$ cat config.mk
export PLATFORM = sky130hd
export DESIGN_NAME = lmws_axis
export DESIGN_NICKNAME = d
export VERILOG_FILES = /design/src/rtl/local_map_window_shift_top_assert.svh /design/src/rtl/lmws_pkg.sv /design/src/rtl/lmws_axis.sv
export SDC_FILE = /design/constraint.sdc
export NUM_CORES = 1
export LEC_CHECK = 0
export ABC_CLOCK_PERIOD_IN_PS = 23300
export BUFFER_PORTS_ARGS = -buffer_cell sky130_fd_sc_hd__buf_2
export CAP_MARGIN = 20
export CORE_MARGIN = 10
export CORE_UTILIZATION = 35
export DETAILED_ROUTE_END_ITERATION = 6
export PLACE_DENSITY = 0.6
export SETUP_SLACK_MARGIN = 0.05
export SYNTH_ARGS = -nofsm -noshare
export SYNTH_HDL_FRONTEND = slang
export SYNTH_SLANG_ARGS = --single-unit
$ cat constraint.sdc
create_clock -name vclk -period 23.3
set_input_delay 2.33 -clock vclk [all_inputs]
set_output_delay 2.33 -clock vclk [all_outputs]
set_load 0.02 [all_outputs]
$ cat src/rtl/local_map_window_shift_top_assert.svh
// ----------------------------------------------------------------------------
// Assertion macros for the local map window shift block
// Clocked on aclk, disabled while aresetn is low.
// ----------------------------------------------------------------------------
`ifndef LOCAL_MAP_WINDOW_SHIFT_TOP_ASSERT_SVH
`define LOCAL_MAP_WINDOW_SHIFT_TOP_ASSERT_SVH

// same-cycle implication
`define LMWS_ASSERT_IMP(lbl, ante, cons, msg) \
    lbl: assert property (@(posedge aclk) disable iff (!aresetn) (ante) |-> (cons)) \
        else $error(msg);

// next-cycle implication
`define LMWS_ASSERT_NXT(lbl, ante, cons, msg) \
    lbl: assert property (@(posedge aclk) disable iff (!aresetn) (ante) |=> (cons)) \
        else $error(msg);

`endif

$ cat src/rtl/lmws_pkg.sv
// ----------------------------------------------------------------------------
// lmws_pkg
// Shared widths, reset values, register indexes and types of the local map
// window shift block.
// ----------------------------------------------------------------------------
package lmws_pkg;

    // default coordinate width of the stored cube
    localparam int COORD_BITS_DEF = 32;

    // fixed field widths
    localparam int SIDE_BITS  = 24;
    localparam int RANGE_BITS = 22;
    localparam int MOV_BITS   = 24;
    localparam int OUT_BITS   = 32;

    // configuration reset values
    localparam logic [SIDE_BITS-1:0]  CUBE_SIDE_RST    = 24'd200000;
    localparam logic [RANGE_BITS-1:0] DETECT_RANGE_RST = 22'd300000;

    // register index (word address bit 2)
    localparam logic REG_CUBE_SIDE    = 1'b0;
    localparam logic REG_DETECT_RANGE = 1'b1;

    // axis codes
    localparam logic [1:0] AXIS_X = 2'd0;
    localparam logic [1:0] AXIS_Y = 2'd1;
    localparam logic [1:0] AXIS_Z = 2'd2;

    // floor(2^28 / 5): reciprocal for the divide by five in the move distance
    localparam int          RECIP5_SHIFT = 28;
    localparam logic [25:0] RECIP5       = 26'd53687091;

    // cycles the move distance pipeline needs after a register write
    localparam logic [1:0] MOV_SETTLE = 2'd3;

    // per-axis decision handed from an axis lane to the top level
    typedef struct packed {
        logic shift;   // a face is near: this axis moves
        logic dir_lo;  // min face near: cube moves toward lower coordinates
    } axis_ctl_t;

endpackage

$ cat src/rtl/lmws_axis.sv
// ----------------------------------------------------------------------------
// lmws_axis
// One axis lane: near tests on both faces, placement, shifted faces and the
// removal box coordinates for that axis.
// ----------------------------------------------------------------------------
module lmws_axis import lmws_pkg::*; #(
    parameter int CB = COORD_BITS_DEF
) (
    input  logic                       cube_valid,
    input  logic signed [OUT_BITS-1:0] pos,
    input  logic signed [CB-1:0]       cmin,
    input  logic signed [CB-1:0]       cmax,
    input  logic [SIDE_BITS-1:0]       side,
    input  logic [MOV_BITS-1:0]        thr,
    input  logic [MOV_BITS-1:0]        mov,
    output axis_ctl_t                  ctl,
    output logic signed [CB-1:0]       new_min,
    output logic signed [CB-1:0]       new_max,
    output logic signed [OUT_BITS-1:0] face,
    output logic signed [OUT_BITS-1:0] base_min,
    output logic signed [OUT_BITS-1:0] base_max
);

    // working width: room for either coordinate width plus a carry and sign
    localparam int WW = ((CB > OUT_BITS) ? CB : OUT_BITS) + 2;
    localparam logic signed [WW-1:0] CB_HI  = WW'((64'sd1 <<< (CB - 1)) - 64'sd1);
    localparam logic signed [WW-1:0] CB_LO  = ~CB_HI;
    localparam logic signed [WW-1:0] OUT_HI = WW'((64'sd1 <<< (OUT_BITS - 1)) - 64'sd1);
    localparam logic signed [WW-1:0] OUT_LO = ~OUT_HI;

    function automatic logic signed [CB-1:0] sat_cb(input logic signed [WW-1:0] v);
        logic signed [CB-1:0] r;
        if (v > CB_HI) begin
            r = CB_HI[CB-1:0];
        end else if (v < CB_LO) begin
            r = CB_LO[CB-1:0];
        end else begin
            r = v[CB-1:0];
        end
        return r;
    endfunction

    function automatic logic signed [OUT_BITS-1:0] sat_out(input logic signed [WW-1:0] v);
        logic signed [OUT_BITS-1:0] r;
        if (v > OUT_HI) begin
            r = OUT_HI[OUT_BITS-1:0];
        end else if (v < OUT_LO) begin
            r = OUT_LO[OUT_BITS-1:0];
        end else begin
            r = v[OUT_BITS-1:0];
        end
        return r;
    endfunction

    logic signed [WW-1:0] pos_w, cmin_w, cmax_w, mov_w, side_w, half_w;
    logic signed [WW-1:0] d_lo, d_hi;
    logic [WW-1:0]        a_lo, a_hi;
    logic                 near_lo, near_hi;
    logic signed [CB-1:0] mv_min, mv_max, pl_min, pl_max;

    assign pos_w  = WW'(pos);
    assign cmin_w = WW'(cmin);
    assign cmax_w = WW'(cmax);
    assign mov_w  = $signed(WW'(mov));
    assign side_w = $signed(WW'(side));
    assign half_w = $signed(WW'(side[SIDE_BITS-1:1]));

    // near test: 2 * |pos - face| <= 3 * range
    assign d_lo    = pos_w - cmin_w;
    assign d_hi    = pos_w - cmax_w;
    assign a_lo    = d_lo[WW-1] ? WW'(-d_lo) : WW'(d_lo);
    assign a_hi    = d_hi[WW-1] ? WW'(-d_hi) : WW'(d_hi);
    assign near_lo = {a_lo, 1'b0} <= (WW+1)'(thr);
    assign near_hi = {a_hi, 1'b0} <= (WW+1)'(thr);

    // min face wins when both are near
    assign ctl.dir_lo = near_lo;
    assign ctl.shift  = near_lo | near_hi;

    // shifted faces
    assign mv_min = near_lo ? sat_cb(cmin_w - mov_w) : sat_cb(cmin_w + mov_w);
    assign mv_max = near_lo ? sat_cb(cmax_w - mov_w) : sat_cb(cmax_w + mov_w);

    // first placement around the position
    assign pl_min = sat_cb(pos_w - half_w);
    assign pl_max = sat_cb(WW'(pl_min) + side_w);

    always_comb begin
        if (!cube_valid) begin
            new_min = pl_min;
            new_max = pl_max;
        end else if (ctl.shift) begin
            new_min = mv_min;
            new_max = mv_max;
        end else begin
            new_min = cmin;
            new_max = cmax;
        end
    end

    // moved face of the vacated slab: old max - mov or old min + mov
    assign face     = sat_out(near_lo ? WW'(mv_max) : WW'(mv_min));
    assign base_min = sat_out(cmin_w);
    assign base_max = sat_out(cmax_w);

endmodule

After elaboration in Yosys (flattened, before gate mapping)

Cells that the tools add are included.

Add/sub/neg operators: 10
Magnitude comparators: 20
Multiplexer cells: 27
Bitwise operators: 1

Operators with widths:

| operator                                                        | number |
|---|---|
| 2-to-1 mux 32 bit                                               | 24 |
| greater-than comparator 33 x 32 -> 1 bit, second input constant | 6 |
| < comparator 33 x 32 -> 1 bit, second input constant            | 6 |
| 2-to-1 mux 34 bit                                               | 3 |
| adder 32 x 25 -> 33 bit                                         | 3 |
| less-or-equal comparator 35 x 24 -> 1 bit                       | 2 |
| negation 33 -> 34 bit                                           | 2 |
| subtractor 32 x 25 -> 33 bit                                    | 2 |
| subtractor 32 x 32 -> 33 bit                                    | 2 |
| greater-than comparator 32 bit, second input constant           | 2 |
| < comparator 32 bit, second input constant                      | 2 |
| greater-than comparator 34 x 32 -> 1 bit, second input constant | 1 |
| < comparator 34 x 32 -> 1 bit, second input constant            | 1 |
| subtractor 32 x 24 -> 33 bit                                    | 1 |
| bitwise OR 1 bit                                                | 1 |

Register bits after elaboration: 0
Output and inout bits: 162

Longest topological paths before layout

Depth in word-level cells: 9
Depth in mapped cells: 32
Gate-level depth less buffers: 29

Least setup slack after synthesis

No wires, ideal clock.

Path kind: input port to output port
Start: input port side[2]
End: output port new_max[25]
Path buffers: 4
Cell stages on the path: 30
Slack: 12.368 ns
Arrival: 8.602 ns
Data required time: 20.970 ns
Cells stage by stage: inv_1 ha_1 nor2b_1 o21ai_0 a21oi_1 o21ai_0 o311a_1 a211oi_1 nor3_1 o31ai_1 and2_1 clkbuf_1 clkbuf_1 o21ai_0 ha_1 a21o_1 a21o_1 a21oi_1 o21ai_0 nand4_1 a31oi_1 o311ai_0 a211o_1 nand4_1 a21oi_1 or2_2 clkbuf_1 clkbuf_1 nor2_1 a31oi_1

Longest elaborated chain between the ends: 9
Elaborated cells between the ends (all ways): 11

RTL lines:

| element                       | line            | text |
|---|---|---|
| start, declared               | lmws_axis.sv:13 | `input logic [SIDE_BITS-1:0] side,` |
| subtractor 32 x 24 -> 33 bit  | lmws_axis.sv:85 | `assign pl_min = sat_cb(pos_w - half_w);` |
| < comparator 33 x 32 -> 1 bit | lmws_axis.sv:35 | `end else if (v < CB_LO) begin` |
| 2-to-1 mux 32 bit             | lmws_axis.sv:35 |  |
| 2-to-1 mux 32 bit             | lmws_axis.sv:33 | `if (v > CB_HI) begin` |
| adder 32 x 25 -> 33 bit *     | lmws_axis.sv:86 | `assign pl_max = sat_cb(WW'(pl_min) + side_w);` |
| < comparator 33 x 32 -> 1 bit | lmws_axis.sv:35 |  |
| 2-to-1 mux 32 bit             | lmws_axis.sv:35 |  |
| 2-to-1 mux 32 bit *           | lmws_axis.sv:33 |  |
| 2-to-1 mux 32 bit *           | lmws_axis.sv:89 | `if (!cube_valid) begin` |
| end, declared                 | lmws_axis.sv:18 | `output logic signed [CB-1:0] new_max,` |

Every way passes the cells marked *; elsewhere a longest branch is shown, timed or not.

Worst setup path in the final report

Start: input port pos[0]
End: output port new_max[18]

Longest elaborated chain between the ends: 9
Elaborated cells between the ends (all ways): 22

RTL lines:

| element                       | line            | text |
|---|---|---|
| start, declared               | lmws_axis.sv:10 | `input logic signed [OUT_BITS-1:0] pos,` |
| subtractor 32 x 24 -> 33 bit  | lmws_axis.sv:85 |  |
| < comparator 33 x 32 -> 1 bit | lmws_axis.sv:35 |  |
| 2-to-1 mux 32 bit             | lmws_axis.sv:35 |  |
| 2-to-1 mux 32 bit             | lmws_axis.sv:33 |  |
| adder 32 x 25 -> 33 bit       | lmws_axis.sv:86 |  |
| < comparator 33 x 32 -> 1 bit | lmws_axis.sv:35 |  |
| 2-to-1 mux 32 bit             | lmws_axis.sv:35 |  |
| 2-to-1 mux 32 bit             | lmws_axis.sv:33 |  |
| 2-to-1 mux 32 bit *           | lmws_axis.sv:89 |  |

Marked as above.

==> impl_metrics.py <==
metrics = {
    "worst_setup_path": {
        "cp.arrival_ns": 10.61,
        "crit_slowest_cell": "o311ai_0",
        "path_buf_inv": 4,
        "crit_type": "in2out",
        "critPathMaxStageDelay_ns": 0.81,
        "cp.required_ns": 20.97,
        "crit_path_end_kind": "primary output",
        "path_depth": 31,
        "startpoint": "pos[0]",
        "cp-endpoint": "new_max[18]",
        "crit_fanout": 34,
        "cp_top_family": "compound AO/OA/AOI/OAI gates",
        "startpoint_type": "input port",
    },
    "synthesis": {
        "synth_common_cells": "a21oi_1 (312), ha_1 (255), nand2_1 (238)",
        "avgSynthCellArea_um2": 6.35,
        "synth_nets": 3291,
        "synth_most_common_cell": "a21oi_1",
        "synth_top_cell_area_share_pct": 17.6,
        "syn_inst": 2859,
        "synth_area_leader_cell": "ha_1",
        "synth_warnings": 0,
        "synth_cell_types": 98,
        "yosys-top-cells-area": "ha_1 (18%), a21oi_1 (8.6%), xnor2_1 (7.2%)",
        "seq_area_frac_synth_pct": 0,
        "syn_area_mm2": 0.0181,
    },
    "clock_network": {
        "post_cts_resized": 0,
        "cts-hold-fix-buffers": 0,
        "postCtsSetupBuffers": 0,
    },
    "die": {
        "start_util_pct": 35.4,
        "rows": 83,
        "die_height_um": 248,
        "core_mm2": 0.0513,
        "die-area_mm2": 0.0614,
        "fp.dieW_um": 248,
        "pin_count": 331,
    },
    "detailed_routing": {
        "vias_per_cell": 6.00,
        "first_pass_iters": 6,
        "ant_nets": 0,
        "dr_total_vias": 22300,
        "wl_per_cell_um": 22.7,
        "drcViolationCount": 0,
        "wl_um": 84400,
        "drt-initial-drc-count": 2084,
    },
    "sta": {
        "period_needed_ns": 12.94,
        "max_freq_mhz": 77.3,
        "fin_setup_tns_ns": 0,
        "slew_violations": 0,
        "hold_viol": 0,
        "relSlewSlack_pct": 19.6,
        "whs_ns": 4.95,
        "finalSetupViolations": 0,
        "grt_setup_unrepaired": "no",
        "min_period_over_period_pct": 55.5,
        "tightest_slew_ns": 1.21,
    },
    "final_layout": {
        "layout.nets": 3455,
        "area_growth_syn_to_layout_pct": 10.9,
        "clkbuf_count": 0,
        "register_area_um2": 0,
        "design_area_mm2": 0.0201,
        "post-route-util_pct": 39.2,
        "layout-drive-gt1-share_pct": 13.6,
        "seq_cell_count": 0,
    },
    "min_path": {
        "hold_start": "cmin[29]",
        "hold_class": "in2out",
    },
    "grt": {
        "grt_usage_pct": 25.8,
        "grt_antenna_before_repair": 11,
        "grt_max_degree": 74,
        "grt-ovfl-total": 0,
        "grt_pass1_wl_um": 124000,
        "first_global_vias": 20800,
    },
    "placement": {
        "port-buffer-count": 331,
        "dpl.hpwl_um": 72200,
        "place_congestion": 1.01,
        "placed_cell_area_mm2": 0.0201,
    },
    "power": {
        "vdd.ir_drop.worst_mv": 0.0189,
        "p_leak_nw": 9.48,
        "powerDensity_mw_per_mm2": 38.6,
    },
    "flow_run": {
        "maxCapViolCount": 0,
    },
    "run_status": {
        "status": "finished clean",
    },
}
[per-layer routing]
layer	vias to the layer above	wire length, µm	share of wire (%)	global-route usage (%)
met5	-	53	0.063	0
met3	132	8100	9.6	3.72
met4	8	2940	3.5	7.85
met1	10400	35600	42	34.4
li1	10700	-	-	-
met2	1049	37700	45	42.1
[area by class of cell]
| cell class | instances | area (µm²) |
|---|---|---|
| Antenna cell | 9 | 22.5 |
| Multi-Input combinational cell | 2430 | 16500 |
| Tap cell | 680 | 851 |
| Fill cell | 5743 | 31200 |
| Timing Repair Buffer | 353 | 1820 |
| Inverter | 238 | 893 |
[power by group]
group              internal, W  leakage [nW]  switching (W)
Clock          0.0000000000518     0.0000570              0
Combinational         0.000285          9.48       0.000492
Sequential                   0             0              0
[through the flow]
step	total power, W	setup WS [ns]	std cells
finish	0.000777	10.36	3710
floorplan	0.000535	12.37	2859
CTS	0.000765	10.46	3700
global route	0.000849	9.93	3702
global placement	0.000763	10.70	3700
detailed placement	0.000761	10.49	3700
[cells in the final DEF (no fill, tap or decap), types with 34 or more instances in the layout]
cell type,instances
buf_2,331
a21oi_1,309
ha_1,255
nand2_1,238
inv_1,237
nor2_1,234
o21ai_0,190
xnor2_1,150
a21o_1,93
nand3_1,70
nor3_1,68
or3_1,57
xor2_1,54
a31oi_1,52
nand2b_1,40
and2_1,39
nand4_1,39
o21a_1,36
a211oi_1,34
[how the worst min path moves through the flow]
stage                              end  slack (ns)  depth (start not counted)
final                     base_min[29]        4.95                          2
after global routing      base_max[26]        4.96                          2
after CTS                 base_min[29]        4.95                          2
after detailed placement  base_min[29]        4.95                          2
after global placement    base_min[29]        4.95                          2
after floorplan            base_max[0]        4.80                          1
[cell families (layout without fill, tap and decap cells)]
family / Yosys count / after routing / synth area share, %
AOI/OAI and AO/OA: 1015 / 1015 / 36.4
and+or+nand+nor: 939 / 939 / 25.6
buffers and inverters: 429 / 591 / 9.11
adders and majority gates: 263 / 263 / 18.5
xor gates and xnor gates: 204 / 204 / 9.85
muxes: 9 / 9 / 0.510
other: 0 / 9 / 0
Power figures use the tool's default switching activity.
